==> config.mk <==
export PLATFORM = sky130hd
export DESIGN_NAME = pooled_linked_list_manager
export DESIGN_NICKNAME = d
export VERILOG_FILES = /design/src/hdl/plm_pkg.sv /design/src/hdl/plm_ctrl.sv /design/src/hdl/plm_dp.sv /design/src/hdl/pooled_linked_list_manager.sv
export SDC_FILE = /design/constraint.sdc
export NUM_CORES = 1
export LEC_CHECK = 0
export BUFFER_PORTS_ARGS = -buffer_cell sky130_fd_sc_hd__buf_2
export CORE_MARGIN = 4
export CORE_UTILIZATION = 40
export CTS_CLUSTER_SIZE = 28
export DETAILED_ROUTE_END_ITERATION = 8
export SYNTH_ARGS = -nofsm -noshare
export SYNTH_HDL_FRONTEND = slang
export SYNTH_SLANG_ARGS = --single-unit
==> constraint.sdc <==
create_clock -name clk_i -period 6 [get_ports clk_i]
set_input_delay 0.9 -clock clk_i [delete_from_list [all_inputs] [get_ports clk_i]]
set_output_delay 0.9 -clock clk_i [all_outputs]
set_load 0.02 [all_outputs]
==> src/hdl/plm_pkg.sv <==
// Shared types and constants for the pooled linked list manager.
// Used by plm_ctrl, plm_dp and the top level pooled_linked_list_manager.
`timescale 1ns / 1ps

package plm_pkg;

  // Default sizing
  localparam int unsigned PLM_POOL_SLOTS = 16;
  localparam int unsigned PLM_KEY_WIDTH  = 32;

  // Fixed port field widths
  localparam int unsigned FUNC_W   = 2;
  localparam int unsigned KEY_W    = 32;
  localparam int unsigned STATUS_W = 2;
  localparam int unsigned SLOT_W   = 4;

  // Operation codes carried on func
  typedef enum logic [FUNC_W-1:0] {
    FUNC_APPEND = 2'd0,
    FUNC_REMOVE = 2'd1,
    FUNC_CLEAR  = 2'd2
  } plm_func_e;

  // Result status codes
  typedef enum logic [STATUS_W-1:0] {
    STAT_OK   = 2'd0,
    STAT_FULL = 2'd1,
    STAT_MISS = 2'd2
  } plm_status_e;

  // Commands from the controller to the datapath
  typedef struct packed {
    logic load_item;   // latch key, restart free-slot scan
    logic scan_step;   // advance free-slot scan
    logic alloc;       // take scanned slot, link at tail
    logic set_full;    // no free slot
    logic clear_list;  // drop every node
    logic nop_ok;      // unused selector
    logic walk_start;  // read head node
    logic walk_step;   // move to next node
    logic unlink;      // remove current node
    logic not_found;   // empty list or no match
    logic head_fix;    // load new head key from read data
    logic out_load;    // move result into output register
  } plm_cmd_t;

  // Status from the datapath to the controller
  typedef struct packed {
    logic head_null;   // list empty
    logic slot_free;   // scanned slot is free
    logic scan_last;   // scan at last slot
    logic match;       // current node key equals item key
    logic at_tail;     // current node is the tail
    logic new_head;    // unlink of head leaves a successor
    logic out_free;    // output register can take a result
  } plm_stat_t;

endpackage

==> src/hdl/plm_ctrl.sv <==
// Controller state machine of the pooled linked list manager.
// Depends on plm_pkg for operation codes and the command/status structs.
`timescale 1ns / 1ps

module plm_ctrl
  import plm_pkg::*;
(
  input  logic              clk_i,
  input  logic              rst_ni,
  input  logic              in_valid_i,
  output logic              in_ready_o,
  input  logic [FUNC_W-1:0] func_i,
  input  plm_stat_t         stat_i,
  output plm_cmd_t          cmd_o
);

  typedef enum logic [4:0] {
    ST_IDLE = 5'b00001,
    ST_SCAN = 5'b00010,
    ST_WALK = 5'b00100,
    ST_HFIX = 5'b01000,
    ST_DONE = 5'b10000
  } plm_state_e;

  plm_state_e state_q, state_d;

  assign in_ready_o = (state_q == ST_IDLE);

  // Next state and command decode
  always_comb begin
    state_d = state_q;
    cmd_o   = '0;
    case (state_q)
      ST_IDLE: begin
        if (in_valid_i) begin
          cmd_o.load_item = 1'b1;
          case (func_i)
            FUNC_APPEND: begin
              state_d = ST_SCAN;
            end
            FUNC_REMOVE: begin
              if (stat_i.head_null) begin
                cmd_o.not_found = 1'b1;
                state_d         = ST_DONE;
              end else begin
                cmd_o.walk_start = 1'b1;
                state_d          = ST_WALK;
              end
            end
            FUNC_CLEAR: begin
              cmd_o.clear_list = 1'b1;
              state_d          = ST_DONE;
            end
            default: begin
              cmd_o.nop_ok = 1'b1;
              state_d      = ST_DONE;
            end
          endcase
        end
      end
      ST_SCAN: begin
        if (stat_i.slot_free) begin
          cmd_o.alloc = 1'b1;
          state_d     = ST_DONE;
        end else if (stat_i.scan_last) begin
          cmd_o.set_full = 1'b1;
          state_d        = ST_DONE;
        end else begin
          cmd_o.scan_step = 1'b1;
        end
      end
      ST_WALK: begin
        if (stat_i.match) begin
          cmd_o.unlink = 1'b1;
          state_d      = stat_i.new_head ? ST_HFIX : ST_DONE;
        end else if (stat_i.at_tail) begin
          cmd_o.not_found = 1'b1;
          state_d         = ST_DONE;
        end else begin
          cmd_o.walk_step = 1'b1;
        end
      end
      ST_HFIX: begin
        cmd_o.head_fix = 1'b1;
        state_d        = ST_DONE;
      end
      ST_DONE: begin
        if (stat_i.out_free) begin
          cmd_o.out_load = 1'b1;
          state_d        = ST_IDLE;
        end
      end
      default: begin
        state_d = ST_IDLE;
      end
    endcase
  end

  always_ff @(posedge clk_i or negedge rst_ni) begin
    if (!rst_ni) begin
      state_q <= ST_IDLE;
    end else begin
      state_q <= state_d;
    end
  end

endmodule

==> src/hdl/plm_dp.sv <==
// Datapath of the pooled linked list manager: node key and link memories,
// used bits, head/tail pointers, result and output registers. Uses plm_pkg.
`timescale 1ns / 1ps

module plm_dp
  import plm_pkg::*;
#(
  parameter int unsigned POOL_SLOTS = PLM_POOL_SLOTS,
  parameter int unsigned KEY_WIDTH  = PLM_KEY_WIDTH
) (
  input  logic                clk_i,
  input  logic                rst_ni,
  input  logic [KEY_W-1:0]    key_i,
  input  plm_cmd_t            cmd_i,
  output plm_stat_t           stat_o,
  output logic                out_valid_o,
  input  logic                out_ready_i,
  output logic [STATUS_W-1:0] status_o,
  output logic [SLOT_W-1:0]   slot_index_o,
  output logic                is_empty_o,
  output logic [KEY_W-1:0]    head_value_o,
  output logic                head_valid_o
);

  // Slot index width, pointer width with room for the null marker
  localparam int unsigned IW = (POOL_SLOTS > 1) ? $clog2(POOL_SLOTS) : 1;
  localparam int unsigned PW = $clog2(POOL_SLOTS + 1);
  // Stored key bits: the port carries 32, the parameter may narrow it
  localparam int unsigned KW = (KEY_WIDTH < KEY_W) ? KEY_WIDTH : KEY_W;
  localparam logic [PW-1:0] NULL_PTR = PW'(POOL_SLOTS);
  localparam logic [IW-1:0] LAST_SLOT = IW'(POOL_SLOTS - 1);

  // Node storage
  logic [KW-1:0] val_mem  [POOL_SLOTS];
  logic [IW-1:0] link_mem [POOL_SLOTS];

  logic [POOL_SLOTS-1:0] used_q;
  logic [PW-1:0]         head_q, tail_q, prev_q;
  logic [IW-1:0]         curr_q, scan_q;
  logic [KW-1:0]         key_q, head_val_q;
  logic [KW-1:0]         rd_val_q;
  logic [IW-1:0]         rd_link_q;
  logic [IW-1:0]         rd_addr;
  logic                  link_we;
  logic [IW-1:0]         link_waddr, link_wdata;

  // Result and output registers
  logic [STATUS_W-1:0] res_status_q;
  logic [IW-1:0]       res_slot_q;
  logic                out_valid_q;
  logic [STATUS_W-1:0] out_status_q;
  logic [SLOT_W-1:0]   out_slot_q;
  logic                out_hvalid_q;
  logic [KW-1:0]       out_hval_q;
  logic [IW+SLOT_W-1:0] slot_ext;

  logic head_null, tail_null, prev_null, at_tail, match;

  assign head_null = (head_q == NULL_PTR);
  assign tail_null = (tail_q == NULL_PTR);
  assign prev_null = (prev_q == NULL_PTR);
  assign at_tail   = (PW'(curr_q) == tail_q);
  assign match     = (rd_val_q == key_q);

  assign stat_o.head_null = head_null;
  assign stat_o.slot_free = ~used_q[scan_q];
  assign stat_o.scan_last = (scan_q == LAST_SLOT);
  assign stat_o.match     = match;
  assign stat_o.at_tail   = at_tail;
  assign stat_o.new_head  = prev_null & ~at_tail;
  assign stat_o.out_free  = ~out_valid_q | out_ready_i;

  // Read address: head on walk start, otherwise the link just read
  assign rd_addr = cmd_i.walk_start ? head_q[IW-1:0] : rd_link_q;

  // Single link write port: tail on append, predecessor on unlink
  always_comb begin
    link_we    = 1'b0;
    link_waddr = tail_q[IW-1:0];
    link_wdata = scan_q;
    if (cmd_i.alloc && !tail_null) begin
      link_we = 1'b1;
    end else if (cmd_i.unlink && !prev_null) begin
      link_we    = 1'b1;
      link_waddr = prev_q[IW-1:0];
      link_wdata = rd_link_q;
    end
  end

  // Memories with registered reads
  always_ff @(posedge clk_i) begin
    if (cmd_i.alloc) begin
      val_mem[scan_q] <= key_q;
    end
    if (link_we) begin
      link_mem[link_waddr] <= link_wdata;
    end
    rd_val_q  <= val_mem[rd_addr];
    rd_link_q <= link_mem[rd_addr];
  end

  // List control state
  always_ff @(posedge clk_i or negedge rst_ni) begin
    if (!rst_ni) begin
      used_q      <= '0;
      head_q      <= NULL_PTR;
      tail_q      <= NULL_PTR;
      prev_q      <= NULL_PTR;
      curr_q      <= '0;
      scan_q      <= '0;
      out_valid_q <= 1'b0;
    end else begin
      if (cmd_i.load_item) begin
        scan_q <= '0;
      end
      if (cmd_i.scan_step) begin
        scan_q <= scan_q + 1'b1;
      end
      if (cmd_i.alloc) begin
        used_q[scan_q] <= 1'b1;
        tail_q         <= PW'(scan_q);
        if (tail_null) begin
          head_q <= PW'(scan_q);
        end
      end
      if (cmd_i.clear_list) begin
        used_q <= '0;
        head_q <= NULL_PTR;
        tail_q <= NULL_PTR;
      end
      if (cmd_i.walk_start) begin
        curr_q <= head_q[IW-1:0];
        prev_q <= NULL_PTR;
      end
      if (cmd_i.walk_step) begin
        prev_q <= PW'(curr_q);
        curr_q <= rd_link_q;
      end
      if (cmd_i.unlink) begin
        used_q[curr_q] <= 1'b0;
        if (prev_null) begin
          head_q <= at_tail ? NULL_PTR : PW'(rd_link_q);
        end
        if (at_tail) begin
          tail_q <= prev_q;
        end
      end
      // Output handshake
      if (cmd_i.out_load) begin
        out_valid_q <= 1'b1;
      end else if (out_ready_i) begin
        out_valid_q <= 1'b0;
      end
    end
  end

  // Key, head key and result payload
  always_ff @(posedge clk_i) begin
    if (cmd_i.load_item) begin
      key_q <= key_i[KW-1:0];
    end
    if (cmd_i.alloc && tail_null) begin
      head_val_q <= key_q;
    end
    if (cmd_i.head_fix) begin
      head_val_q <= rd_val_q;
    end
    if (cmd_i.alloc) begin
      res_status_q <= STAT_OK;
      res_slot_q   <= scan_q;
    end
    if (cmd_i.unlink) begin
      res_status_q <= STAT_OK;
      res_slot_q   <= curr_q;
    end
    if (cmd_i.clear_list || cmd_i.nop_ok) begin
      res_status_q <= STAT_OK;
      res_slot_q   <= '0;
    end
    if (cmd_i.set_full) begin
      res_status_q <= STAT_FULL;
      res_slot_q   <= '0;
    end
    if (cmd_i.not_found) begin
      res_status_q <= STAT_MISS;
      res_slot_q   <= '0;
    end
    if (cmd_i.out_load) begin
      out_status_q <= res_status_q;
      out_slot_q   <= slot_ext[SLOT_W-1:0];
      out_hvalid_q <= ~head_null;
      out_hval_q   <= head_null ? '0 : head_val_q;
    end
  end

  // Slot number reported on its low bits only
  assign slot_ext = (IW + SLOT_W)'(res_slot_q);

  assign out_valid_o  = out_valid_q;
  assign status_o     = out_status_q;
  assign slot_index_o = out_slot_q;
  assign is_empty_o   = ~out_hvalid_q;
  assign head_valid_o = out_hvalid_q;
  assign head_value_o = KEY_W'(out_hval_q);

endmodule

==> src/hdl/pooled_linked_list_manager.sv <==
// Pooled linked list manager: one singly linked list of keys in a fixed
// pool of node slots. The list is kept in node key and link memories with
// a used bit per slot. A controller (plm_ctrl) sequences each item; the
// datapath (plm_dp) holds the list and the output register.
//
// Input channel: in_valid_i/in_ready_o with func_i and key_i. Output
// channel: out_valid_o/out_ready_i with status, slot, empty flag, head.
// One result per item; items are handled one at a time.
// After an item is accepted: a clear or unused selector goes straight to the
// done state; an append scans the used bits from slot 0 for the lowest free
// slot, or reports full after the last slot; a remove walks from the head
// until a match, with a head fix step when the head is removed and nodes
// remain, or reports a miss at the tail, or at once when the list is empty.
// The remove walk visits one node per cycle through the link memory read
// port; the append scan checks one used bit per cycle.
// The next item is accepted in the idle state that follows the load of its
// predecessor's result into the output register. If the receiver stalls,
// the finished result waits there and the following item is held back in
// its done state until it drains.
// Reset empties the list, frees every slot and drops any pending result.
`timescale 1ns / 1ps

module pooled_linked_list_manager
  import plm_pkg::*;
#(
  parameter int unsigned POOL_SLOTS = PLM_POOL_SLOTS,
  parameter int unsigned KEY_WIDTH  = PLM_KEY_WIDTH
) (
  input  logic                clk_i,
  input  logic                rst_ni,
  input  logic                in_valid_i,
  output logic                in_ready_o,
  input  logic [FUNC_W-1:0]   func_i,
  input  logic [KEY_W-1:0]    key_i,
  output logic                out_valid_o,
  input  logic                out_ready_i,
  output logic [STATUS_W-1:0] status_o,
  output logic [SLOT_W-1:0]   slot_index_o,
  output logic                is_empty_o,
  output logic [KEY_W-1:0]    head_value_o,
  output logic                head_valid_o
);

  plm_cmd_t  cmd;
  plm_stat_t stat;

  // Sequencer
  plm_ctrl u_ctrl (
    .clk_i      (clk_i),
    .rst_ni     (rst_ni),
    .in_valid_i (in_valid_i),
    .in_ready_o (in_ready_o),
    .func_i     (func_i),
    .stat_i     (stat),
    .cmd_o      (cmd)
  );

  // List storage and result path
  plm_dp #(
    .POOL_SLOTS (POOL_SLOTS),
    .KEY_WIDTH  (KEY_WIDTH)
  ) u_dp (
    .clk_i        (clk_i),
    .rst_ni       (rst_ni),
    .key_i        (key_i),
    .cmd_i        (cmd),
    .stat_o       (stat),
    .out_valid_o  (out_valid_o),
    .out_ready_i  (out_ready_i),
    .status_o     (status_o),
    .slot_index_o (slot_index_o),
    .is_empty_o   (is_empty_o),
    .head_value_o (head_value_o),
    .head_valid_o (head_valid_o)
  );

endmodule
### Word-level counts from Yosys, hierarchy flattened

Memory sizes are Yosys's and may differ from the RTL's. A register that Yosys moved wholly into a read port is not among the register bits.
Cells that the tools add are included.
Widths: inputs -> output; s select.

| cells by class | value |
|---|---|
| $add $sub $neg | 1 |
| magnitude comparators | 4 |
| equal/unequal tests | 17 |
| mux-type cells | 83 |
| bitwise gates (word level) | 9 |
| reductions and logical operators | 18 |

Operators by type and width:

| operator | count |
|---|---|
| $mux 5 | 20 |
| $mux 32 | 2 |
| $mux 16 | 3 |
| $mux 4 | 11 |
| $mux 1 | 33 |
| $eq 32x32->1 | 1 |
| $pmux 5 s5 | 1 |
| $eq 5x5->1 const B | 4 |
| $and 16x16->16 | 1 |
| $not 16->16 | 1 |
| $or 16x16->16 | 1 |
| $lt 4x5->1 const B | 2 |
| $mux 2 | 5 |
| $pmux 5 s2 | 1 |
| $reduce_bool 2->1 | 5 |
| $mux 3 | 3 |
| $demux 1 s4 | 2 |
| $ge 4x1->1 const B | 2 |
| $reduce_or 3->1 | 2 |
| $eq 4x5->1 | 1 |
| $eq 5x1->1 const B | 1 |
| $eq 5x2->1 const B | 1 |
| $eq 5x3->1 const B | 1 |
| $eq 5x4->1 const B | 1 |
| other kinds (18) | 27 |

| storage, ports and cells | value |
|---|---|
| register bits | 154 |
| bits in writable memories | 576 |
| bits of input ports | 38 |
| output and inout bits | 42 |
| memories | 2 |

Memory list:

| name | depth | bits a word | rd ports | clocked after Yosys merged registers in | wr ports | line | text |
|---|---|---|---|---|---|---|---|
| u_dp.val_mem | 16 | 32 | 1 | 1 | 1 | plm_dp.sv:34 | `logic [KW-1:0] val_mem [POOL_SLOTS];` |
| u_dp.link_mem | 16 | 4 | 1 | 1 | 1 | plm_dp.sv:35 | `logic [IW-1:0] link_mem [POOL_SLOTS];` |

### Logic depth before layout (Yosys ltp)

Gate-level depths: netlist (run 1).

| depth | value |
|---|---|
| word-level depth | 9 |
| depth in mapped cells | 11 |
| depth with buffers taken out | 8 |

### By module

Synthesis (run 1) repeated with hierarchy kept, for this count alone.

| second synthesis, totals | value |
|---|---|
| cell total of the unflattened synthesis | 1,743 |
| area, all modules | 29,943.7 um^2 |

Modules (own cells, without submodules):

| module | instances | cells each | area each (um^2) |
|---|---|---|---|
| plm_dp | 1 | 1,685 | 29,492.0 |
| plm_ctrl | 1 | 58 | 451.7 |

### Worst setup path before layout (run 1)

Ideal clock, no wire load.

| timing path | value |
|---|---|
| path type | register to register |
| start point | register u_dp.scan_q[0] |
| end point | register u_dp.used_q[15] |
| data arrival time | 3.436 ns |
| required time | 5.921 ns |
| path slack | 2.484 ns |
| stages on the path, launching flop included | 9 |
| period minus slack after synthesis | 3.516 ns |
| path through | dfrtp_1 buf_2 mux4_2 mux2i_1 and3_1 nor2b_1 nor2_1 o22ai_1 nor2_1 |

| on the way | value |
|---|---|
| cells in the longest elaborated chain, start to end | 9 |
| elaborated cells between the ends (all ways) | 14 |

RTL lines:

| item | line | text |
|---|---|---|
| start, declared | plm_dp.sv:39 | `logic [IW-1:0] curr_q, scan_q;` |
| start signal, assigned | plm_dp.sv:117 | `scan_q <= scan_q + 1'b1;` |
| $lt 4x5->1 (implied by the code) or $ge 4x1->1 (tied branches) | plm_dp.sv:120 | `used_q[scan_q] <= 1'b1;` |
| $logic_and 1x1->1 (implied by the code) | plm_dp.sv:120 |  |
| $mux 1 (implied by the code) | plm_dp.sv:120 |  |
| $demux 1 s4 | - |  |
| $or 16x16->16 (no line) | - |  |
| $mux 16 * | plm_dp.sv:119 | `if (cmd_i.alloc) begin` |
| $mux 16 * | plm_dp.sv:126 | `if (cmd_i.clear_list) begin` |
| $and 16x16->16 (no line) | - |  |
| $mux 16 * | plm_dp.sv:139 | `if (cmd_i.unlink) begin` |
| end signal, assigned by index | plm_dp.sv:120 |  |
| end signal, assigned | plm_dp.sv:127 | `used_q <= '0;` |
| end signal, assigned by index | plm_dp.sv:140 | `used_q[curr_q] <= 1'b0;` |
| end, declared | plm_dp.sv:37 | `logic [POOL_SLOTS-1:0] used_q;` |

Mark *: on every way between the ends. The rest lies on a longest branch, timed or not. The select of a mux whose other input is x is not followed.
A chain may end at the register's enable or synchronous reset.

### Final worst setup path (run 1)

| timing path | value |
|---|---|
| start point | register u_dp.head_q[4] |
| end point | register u_dp.rd_val_q[17], read port of u_dp.val_mem |

| on the way | value |
|---|---|
| cells in the longest elaborated chain, start to end | 6 |

RTL lines:

| item | line | text |
|---|---|---|
| start, declared | plm_dp.sv:38 | `logic [PW-1:0] head_q, tail_q, prev_q;` |
| start signal, assigned | plm_dp.sv:123 | `head_q <= PW'(scan_q);` |
| start signal, assigned | plm_dp.sv:142 | `head_q <= at_tail ? NULL_PTR : PW'(rd_link_q);` |
| $eq 5x5->1 | plm_dp.sv:59 | `assign head_null = (head_q == NULL_PTR);` |
| $mux 1 | plm_ctrl.sv:42 | `if (stat_i.head_null) begin` |
| $mux 1 | plm_ctrl.sv:37 | `case (func_i)` |
| $mux 3 | plm_ctrl.sv:35 | `if (in_valid_i) begin` |
| $mux 3 | plm_ctrl.sv:33 | `case (state_q)` |
| $mux 4 | plm_dp.sv:74 | `assign rd_addr = cmd_i.walk_start ? head_q[IW-1:0] : rd_link_q;` |
| end, declared | plm_dp.sv:41 | `logic [KW-1:0] rd_val_q;` |

Every way passes these cells.

==> results of run 1 <==
[cell usage after synthesis (all sizes together) (4+ instances only)]
| master | number |
|---|---|
| edfxtp | 679 |
| mux2i | 137 |
| nand2 | 114 |
| o21ai | 92 |
| nor2 | 77 |
| clkbuf | 75 |
| and3 | 57 |
| and2 | 55 |
| o22ai | 53 |
| a22oi | 51 |
| a21oi | 43 |
| dfxtp | 42 |
| dfrtp | 41 |
| a21boi | 36 |
| a31oi | 35 |
| mux2 | 35 |
| xor2 | 33 |
| buf | 31 |
| a211oi | 26 |
| a2111o | 24 |
| inv | 23 |
| mux4 | 15 |
| nand3 | 14 |
| a221oi | 13 |
| or4 | 13 |
| a311oi | 12 |
| a22o | 9 |
| nor4 | 9 |
| nand2b | 8 |
| nor2b | 8 |
| nand3b | 5 |
| o21a | 5 |
| o31ai | 5 |
| dfstp | 4 |
| ha | 4 |
| nand4 | 4 |
| nor3 | 4 |
| nor3b | 4 |
[worst register-to-register path, delay by kind of cell (launching register included)]
kind	cells	cell delay (ps)
flops	1	530
compound gates	3	900
buf+inv	3	1090
simple gates	4	1740
[state kept, by name (all words and copies together) (netlist names), 16 cells and up]
register,count
u_dp.key_q,32
u_dp.used_q,16
u_dp.val_mem,512
u_dp.head_val_q,32
u_dp.head_value_o,32
u_dp.rd_val_q,32
u_dp.link_mem,64
[power by group through the flow]
| stage | Sequential (uW) | Clock, uW | Combinational [uW] |
|---|---|---|---|
| 2_1_floorplan | 6950 | 0 | 2780 |
| 3_3_place_gp | 7110 | 0 | 4150 |
| 3_5_place_dp | 7140 | 0 | 4200 |
| 4_1_cts | 7030 | 5000 | 4220 |
| 5_1_grt | 7100 | 5260 | 4520 |
| 6_report | 7040 | 4910 | 4210 |
[worst min path at each step]
stage                     cells after the start              endpoint
final                                         0  u_dp.slot_index_o[1]
after global routing                          1        u_dp.key_q[23]
after CTS                                     1        u_dp.key_q[23]
after detailed placement                      0  u_dp.slot_index_o[1]
after global placement                        0  u_dp.slot_index_o[1]
after floorplan                               0      u_dp.status_o[0]
[layout make-up]
| cell class | count | share of cell area (%) |
|---|---|---|
| Inverter | 23 | 0.250 |
| Timing Repair Buffer | 123 | 2.25 |
| Clock inverter | 37 | 1.12 |
| Sequential cell | 766 | 64.9 |
| Clock buffer | 110 | 6.43 |
| Tap cell | 969 | 3.52 |
| Multi-Input combinational cell | 1026 | 21.6 |
[metal layers]
layer	share of wire, %	global-route usage [%]	up-vias
met3	7.6	3.75	114
li1	-	-	7747
met1	44	28.0	8947
met4	2.2	5.84	0
met2	46	31.0	764
met5	0	0	-
[cell families after synthesis]
| family | synth area share [%] |
|---|---|
| adders and majority gates | 0.166 |
| muxes | 6.97 |
| DFF | 74.0 |
| AOI/OAI and AO/OA | 9.51 |
| and+or+nand+nor | 6.52 |
| buffers and inverters | 1.83 |
| xor gates and xnor gates | 1.04 |
[through the flow]
| step | hold slack (ps) | utilization (%) | setup WS (ps) |
|---|---|---|---|
| after global routing | 410 | 46.1 | 1500 |
| after global placement | 422 | 42.7 | 1690 |
| final | 435 | 46.1 | 1620 |
| after detailed placement | 423 | 42.7 | 1590 |
| after CTS | 403 | 46.1 | 1660 |
| after floorplan | 408 | - | 2480 |
==> impl_summary.log, run 1 <==
INFO  metric status = complete, no violations
INFO  metric max_slew.worst_pin.slew = between 1000 and 1500 ps
INFO  metric yosys-top-cells-area = sky130_fd_sc_hd__edfxtp_1 (67%), sky130_fd_sc_hd__mux2i_1 (4.5%), sky130_fd_sc_hd__dfrtp_1 (3.4%)
INFO  metric sequential_cell_area = approximately 22000 um2
INFO  metric wire_per_inst = roughly 26 um
INFO  metric post-layout-total-power = between 15000 and 20000 uW
INFO  metric part_of_the_power_in_the_clock_network = between 30% and 40%
INFO  metric worst-path-buf-inv = 3
INFO  metric clock_sinks = between 700 and 800
INFO  metric global_route.overflow_total = 0
INFO  metric worst-endpoint-arrival = 4870 ps
INFO  metric worstHoldPathType = reg2reg
INFO  metric total_of_fill_cells_in_the_finished_design = 6403
INFO  metric routed_via_density = about 5.8
INFO  metric hold_buffer_count_at_cts = 0
INFO  metric edff_count_synth = 679
INFO  metric yosysTopAreaCell = sky130_fd_sc_hd__edfxtp_1
INFO  metric dpl_cell_area = 31900 um2
INFO  metric final-hold-violation-count = 0
INFO  metric internal_pwr_total = about 11000 uW
INFO  metric syn-instance-count = ~1900
INFO  metric async_reset_ff_share = under 10%
INFO  metric ys_dominant_reg_cell = sky130_fd_sc_hd__edfxtp_1
INFO  metric design_area = between 30000 and 40000 um2
INFO  metric grt_pass1_wl = approximately 120000 um
INFO  metric pwr-share-seq = a little over two fifths
INFO  metric synthesis.area = 30200 um2
INFO  metric mostFrequentLayoutCell = sky130_fd_sc_hd__edfxtp_1
INFO  metric cp_slowest_stage_delay = 950 ps
INFO  metric detailedRoute.firstPassIterationCount = 5
INFO  metric worstHoldStart = u_dp.res_slot_q[1]
INFO  metric drtAntennaViolNets = 0
INFO  metric die_height = ~280 um
INFO  metric cts.repair_timing.setup_buffer_count = 0
INFO  metric area.growth.synth_to_final = 14.0%
INFO  metric worst_setup_path_start_kind = flip-flop
INFO  metric drc_errors = 0
INFO  metric place_hpwl = ~46000 um
INFO  metric cpMostUsedCell = sky130_fd_sc_hd__buf_4
INFO  metric die_area = ~80000 um2
INFO  metric maximum_count_of_clock_buffers_along_a_single_path = 3
INFO  metric drive_above_1_share = between 10% and 20%
INFO  metric syn_avg_cell_area = 15.7 um2
INFO  metric core_region_area = roughly 75000 um2
INFO  metric diodes = 0
INFO  metric slew_headroom = about 17%
INFO  metric mappedNetlistNets = approximately 2000
INFO  metric power.static_leakage = 0.0121 uW
INFO  metric crit_start = u_dp.head_q[4]
INFO  metric rsz0062_at_grt = false
INFO  metric setup_tns = 0 ps
INFO  metric cp_slowest_cell = sky130_fd_sc_hd__nand2_1
INFO  metric grt_start_max_net_pins = slightly above 80
INFO  metric route.vias.total = 17572
INFO  metric layout_common_cells = sky130_fd_sc_hd__edfxtp_1 (679), sky130_fd_sc_hd__mux2i_1 (137), sky130_fd_sc_hd__nand2_1 (107), sky130_fd_sc_hd__o21ai_0 (87), sky130_fd_sc_hd__clkbuf_16 (81)
INFO  metric die_width = approximately 280 um
INFO  metric min_period_over_period = about 73%
INFO  metric timing.critical_path.max_delay_family = simple AND/OR/NAND/NOR gates
INFO  metric worstSkewPairLatency = roughly 630 ps
INFO  metric drv_slew = 0
INFO  metric critical_path_peak_fanout = 38
INFO  metric maxCapViolCount = 0
INFO  metric end_kind = flip-flop
INFO  metric worst-r2r-cell-count = 10
INFO  metric power.density_cell_area = about 470 nW/um2
INFO  metric ff2ff_setup_slack = approximately 1600 ps
INFO  metric post-route-min-period = about 4400 ps
INFO  metric critPathKind = reg2reg
INFO  metric worst-path-stages = 10
INFO  metric regToRegStartpoint = u_dp.head_q[4]
INFO  metric cts_tree = done
INFO  metric yosysWarnings = 0
INFO  metric portion_of_the_post_synthesis_area_used_by_sequential_elements = roughly 74%
INFO  metric ctsRootBufferMaster = sky130_fd_sc_hd__clkbuf_16
INFO  metric setup_violations = 0
INFO  metric yosys.cell_types.count = between 60 and 70
INFO  metric initial_utilization = about two fifths
INFO  metric post_cts_resized = 0
INFO  metric cts_buffers = 80
INFO  metric p_sw_share = 33.0%
INFO  metric fin_worst_skew = 24.1 ps
INFO  metric multi_input_area = around 7400 um2
INFO  metric first_global_vias = between 15000 and 20000
INFO  metric final_weighted_congestion_of_routability_driven_global_placement = a little over 0.8
INFO  metric floorplan.rows = 100
INFO  metric rr_endpoint = u_dp.rd_val_q[17]
INFO  metric max_freq = around 230 MHz
INFO  metric fin_nets = around 2100
INFO  metric detail_route.wirelength = 80300 um
INFO  metric crit_required = 6500 ps
INFO  metric layout.cells.non_filler = 3054
INFO  metric num_io_pins = 80
INFO  metric dp_cells = about 2900
INFO  metric grt_util_all_layers = 19.7%
INFO  metric io_buffer_count = 79
INFO  metric power.share.combinational = between 20% and 30%
INFO  metric path_cells = or3b_4, nor3_4, inv_2, a21oi_4, nor2_2, buf_4, nand2_1, buf_4, o22ai_1, a2111o_1
INFO  metric clk_transition_reported_paths = ~60 ps
INFO  metric synth_top_area_share = around two thirds
INFO  metric synth-seq-cells = 766
INFO  metric max-vdd-ir-drop = about 0.25 mV
INFO  metric number_of_antenna_violations_at_the_first_check_in_global_routing = 0
INFO  metric clock_tree.htree_level_count = 3
INFO  metric critPathCapture = u_dp.rd_val_q[17]
INFO  metric drtIter0Drc = roughly 2100
INFO  metric netSwitchingPower = between 5000 and 6000 uW
Power figures use the tool's default switching activity.
==> run 2, diff against run 1 <==
Settings changed: ABC_AREA set to 1.
Clock period 6 ns to 4.3 ns, I/O delays scaled along.
==> run 2 against run 1 <==
Final area is 12% higher. Sequential share of layout area shrank 6.8 points. Total power is 49% higher. Area after synthesis increased by 11%. Via count up 32%. Critical endpoint is now u_dp.val_mem[8][20].
==> impl_summary.log, run 2 <==
INFO  metric synthesis.area = 33700 um2 (was 30200 um2)
INFO  metric num_io_pins = 80 (unchanged)
INFO  metric initial_utilization = 40.3% (was 40.5%)
INFO  metric pre_cts_slack = 567 ps (was 1590 ps)
INFO  metric mappedNetlistNets = 3470 (was 1963)
INFO  metric syn_avg_cell_area = 9.82 um2 (was 15.7 um2)
INFO  metric area.growth.synth_to_final = 14.4% (was 14.0%)
INFO  metric fin_ws = 543 ps (was 1620 ps)
INFO  metric clock_tree.htree_level_count = 3 (unchanged)
INFO  metric diodes = 0 (unchanged)
INFO  metric final-hold-violation-count = 0 (unchanged)
INFO  metric grt_start_max_net_pins = 88 (was 81)
INFO  metric io_buffer_count = 79 (unchanged)
INFO  metric number_of_antenna_violations_at_the_first_check_in_global_routing = 3 (was 0)
INFO  metric syn-instance-count = 3428 (was 1921)
INFO  metric end_kind = flip-flop (unchanged)
INFO  metric drc_errors = 0 (unchanged)
INFO  metric mostFrequentLayoutCell = sky130_fd_sc_hd__nand2_1 (was sky130_fd_sc_hd__edfxtp_1)
INFO  metric detailedRoute.firstPassIterationCount = 6 (was 5)
INFO  metric cp_slowest_cell = sky130_fd_sc_hd__dfrtp_1 (was sky130_fd_sc_hd__nand2_1)
INFO  metric yosys-top-cells-area = sky130_fd_sc_hd__edfxtp_1 (61%), sky130_fd_sc_hd__nand2_1 (9.7%), sky130_fd_sc_hd__nand3_1 (8.8%) (was sky130_fd_sc_hd__edfxtp_1 (67%), sky130_fd_sc_hd__mux2i_1 (4.5%), sky130_fd_sc_hd__dfrtp_1 (3.4%))
INFO  metric synth-seq-cells = 766 (unchanged)
INFO  metric setup_tns = 0 ps (unchanged)
INFO  metric power.density_cell_area = 624 nW/um2 (was 469 nW/um2)
INFO  metric grt_util_all_layers = 20.6% (was 19.7%)
INFO  metric crit_required = 4620 ps (was 6500 ps)
INFO  metric synth_top_area_share = 60.6% (was 67.4%)
INFO  metric ctsRootBufferMaster = sky130_fd_sc_hd__clkbuf_16 (unchanged)
INFO  metric ys_dominant_reg_cell = sky130_fd_sc_hd__edfxtp_1 (unchanged)
INFO  metric place_hpwl = 54600 um (was 46000 um)
INFO  metric post-route-min-period = 3760 ps (was 4380 ps)
INFO  metric die_width = 298 um (was 283 um)
INFO  metric routed_via_density = 4.96 (was 5.75)
INFO  metric cts_tree = done (unchanged)
INFO  metric pwr-share-seq = 39.5% (was 43.6%)
INFO  metric internal_pwr_total = 15200 uW (was 10800 uW)
INFO  metric cts.repair_timing.setup_buffer_count = 0 (unchanged)
INFO  metric drv_slew = 0 (unchanged)
INFO  metric worst_setup_path_start_kind = flip-flop (unchanged)
INFO  metric yosysWarnings = 0 (unchanged)
INFO  metric core_region_area = 83600 um2 (was 74700 um2)
INFO  metric total_of_fill_cells_in_the_finished_design = 7721 (was 6403)
INFO  metric floorplan.rows = 106 (was 100)
INFO  metric rsz0062_at_grt = false (unchanged)
INFO  metric fin_worst_skew = 18.6 ps (was 24.1 ps)
INFO  metric route.vias.total = 23227 (was 17572)
INFO  metric path_cells = inv_1, nor2_1, o21ai_0, nand2_1, nand2_1, inv_1, nand2_1, nor2_1, nand2_1, nor2_4, buf_12 (was or3b_4, nor3_4, inv_2, a21oi_4, nor2_2, buf_4, nand2_1, buf_4, o22ai_1, a2111o_1)
INFO  metric yosysMostFrequentCell = sky130_fd_sc_hd__nand2_1 (was sky130_fd_sc_hd__edfxtp_1)
INFO  metric wire_per_inst = 19.7 um (was 26.3 um)
INFO  metric yosysTopAreaCell = sky130_fd_sc_hd__edfxtp_1 (unchanged)
INFO  metric maxCapViolCount = 0 (unchanged)
INFO  metric clock_sinks = 766 (unchanged)
INFO  metric yosys.cell_types.count = 44 (was 69)
INFO  metric clk_transition_reported_paths = 60 ps (about the same)
INFO  metric max-vdd-ir-drop = 0.531 mV (was 0.249 mV)
INFO  metric registers.top_by_ff_count = u_dp.val_mem (unchanged)
INFO  metric detail_route.wirelength = 92200 um (was 80300 um)
INFO  metric top_regs = u_dp.val_mem x512, u_dp.link_mem x64 (unchanged)
INFO  metric part_of_the_power_in_the_clock_network = 29.1% (was 30.4%)
INFO  metric fin_nets = 3578 (was 2062)
INFO  metric die_area = 88800 um2 (was 80000 um2)
INFO  metric portion_of_the_post_synthesis_area_used_by_sequential_elements = 66.5% (was 74.0%)
INFO  metric dpl_cell_area = 35800 um2 (was 31900 um2)
INFO  metric layout_common_cells = sky130_fd_sc_hd__nand2_1 (871), sky130_fd_sc_hd__inv_1 (759), sky130_fd_sc_hd__edfxtp_1 (679), sky130_fd_sc_hd__nand3_1 (593), sky130_fd_sc_hd__nor2_1 (107) (was sky130_fd_sc_hd__edfxtp_1 (679), sky130_fd_sc_hd__mux2i_1 (137), sky130_fd_sc_hd__nand2_1 (107), sky130_fd_sc_hd__o21ai_0 (87), sky130_fd_sc_hd__clkbuf_16 (81))
INFO  metric final_weighted_congestion_of_routability_driven_global_placement = 0.877 (was 0.817)
INFO  metric critical_path_peak_fanout = 21 (was 38)
INFO  metric design_area = 38500 um2 (was 34500 um2)
INFO  metric worstHoldPathType = in2reg (was reg2reg)
INFO  metric largest_register_ff_count = 512 (unchanged)
INFO  metric multi_input_area = 7960 um2 (was 7430 um2)
INFO  metric cpMostUsedCell = sky130_fd_sc_hd__nand2_1 (was sky130_fd_sc_hd__buf_4)
INFO  metric netSwitchingPower = 8780 uW (was 5330 uW)
INFO  metric die_height = 298 um (was 283 um)
INFO  metric post_cts_resized = 0 (unchanged)
INFO  metric drtAntennaViolNets = 0 (unchanged)
INFO  metric status = complete, no violations (unchanged)
INFO  metric drtIter0Drc = 2436 (was 2130)
INFO  metric power.share.combinational = 31.4% (was 26.0%)
INFO  metric sequential_cell_area = 22400 um2 (unchanged)
INFO  metric maximum_count_of_clock_buffers_along_a_single_path = 3 (unchanged)
INFO  metric max_freq = 266 MHz (was 228 MHz)
INFO  metric max_slew.worst_pin.slew = 1110 ps (was 1240 ps)
INFO  metric hold_buffer_count_at_cts = 0 (unchanged)
INFO  metric first_global_vias = 22452 (was 17420)
INFO  metric worst-endpoint-arrival = 4070 ps (was 4870 ps)
INFO  metric cts_buffers = 81 (was 80)
INFO  metric cp_slowest_stage_delay = 750 ps (was 950 ps)
INFO  metric min_period_over_period = 87.4% (was 72.9%)
INFO  metric setup_violations = 0 (unchanged)
INFO  metric power.static_leakage = 0.0169 uW (was 0.0121 uW)
INFO  metric grt_pass1_wl = 139000 um (was 118000 um)
INFO  metric edff_count_synth = 679 (unchanged)
INFO  metric slew_headroom = 26.2% (was 17.2%)
INFO  metric ff2ff_setup_slack = 540 ps (was 1620 ps)
INFO  metric worstSkewPairLatency = 630 ps (about the same)
INFO  metric critPathKind = reg2reg (unchanged)
INFO  metric drive_above_1_share = 9.16% (was 16.1%)
INFO  metric netlist_top_cells_count = sky130_fd_sc_hd__nand2_1 (871), sky130_fd_sc_hd__inv_1 (759), sky130_fd_sc_hd__edfxtp_1 (679), sky130_fd_sc_hd__nand3_1 (594), sky130_fd_sc_hd__nor2_1 (124) (was sky130_fd_sc_hd__edfxtp_1 (679), sky130_fd_sc_hd__mux2i_1 (137), sky130_fd_sc_hd__nand2_1 (112), sky130_fd_sc_hd__o21ai_0 (87), sky130_fd_sc_hd__nor2_1 (77))
INFO  metric global_route.overflow_total = 0 (unchanged)
INFO  metric p_sw_share = 36.6% (was 33.0%)
INFO  metric async_reset_ff_share = 5.87% (unchanged)
-- run 2: cell families after synthesis --
logic type,count (synthesis),share of synthesized area (%)
and+or+nand+nor,1639,20.9
xor gates and xnor gates,9,0.234
adders and majority gates,4,0.149
AOI/OAI and AO/OA,103,1.78
buffers and inverters,907,10.5
DFF,766,66.5
-- run 2: layout make-up --
class / instances / area share, %
clock buffer: 122 / 6.17
tap: 1080 / 3.51
sequential: 766 / 58.1
multi-input combinational: 1755 / 20.7
clock inverter: 29 / 0.722
timing repair buffer: 167 / 3.36
inverter: 765 / 7.46
-- run 2: worst max-delay path, delay by kind of cell, from the launching register on --
| family | cells | cell delay (ps) |
|---|---|---|
| flops | 1 | 750 |
| compound gates | 1 | 100 |
| buf+inv | 3 | 660 |
| simple gates | 7 | 1880 |
-- run 2: final timing paths --
path | from | endpoint | depth (start not counted)
max | u_dp.scan_q[0] | u_dp.val_mem[8][20] | 11
min | key_i[23] | u_dp.key_q[23] | 1
max reg2reg | u_dp.scan_q[0] | u_dp.val_mem[8][20] | 11
min reg2reg | u_dp.res_slot_q[0] | u_dp.slot_index_o[0] | 0
max in group asynchronous | rst_ni | u_dp.used_q[8] | 1
min in group asynchronous | rst_ni | u_dp.curr_q[2] | 1
-- run 2: stage by stage --
step | utilization [%] | cells | hold slack (ps) | total power [uW]
floorplan | - | 3428 | 349 | 14400
global placement | 42.9 | 4533 | 415 | 17100
detailed placement | 42.9 | 4533 | 416 | 17100
CTS | 46.1 | 4684 | 159 | 24100
global route | 46.1 | 4684 | 171 | 25300
finish | 46.1 | 4684 | 193 | 24000
-- run 2: power by group through the flow --
stage | Combinational (uW) | Clock [uW] | Sequential [uW]
after detailed placement | 7520 | 0 | 9620
after floorplan | 4830 | 0 | 9560
after CTS | 7560 | 7110 | 9470
after global routing | 8330 | 7400 | 9530
after global placement | 7480 | 0 | 9620
final | 7540 | 6990 | 9480
-- run 2: metal layers --
layer	global-route usage [%]	part of all wire, %	vias to the layer above
met5	0	0	-
met4	7.34	3.8	0
met3	2.67	6.0	176
met2	34.5	48	747
met1	27.6	43	11119
li1	-	-	11185
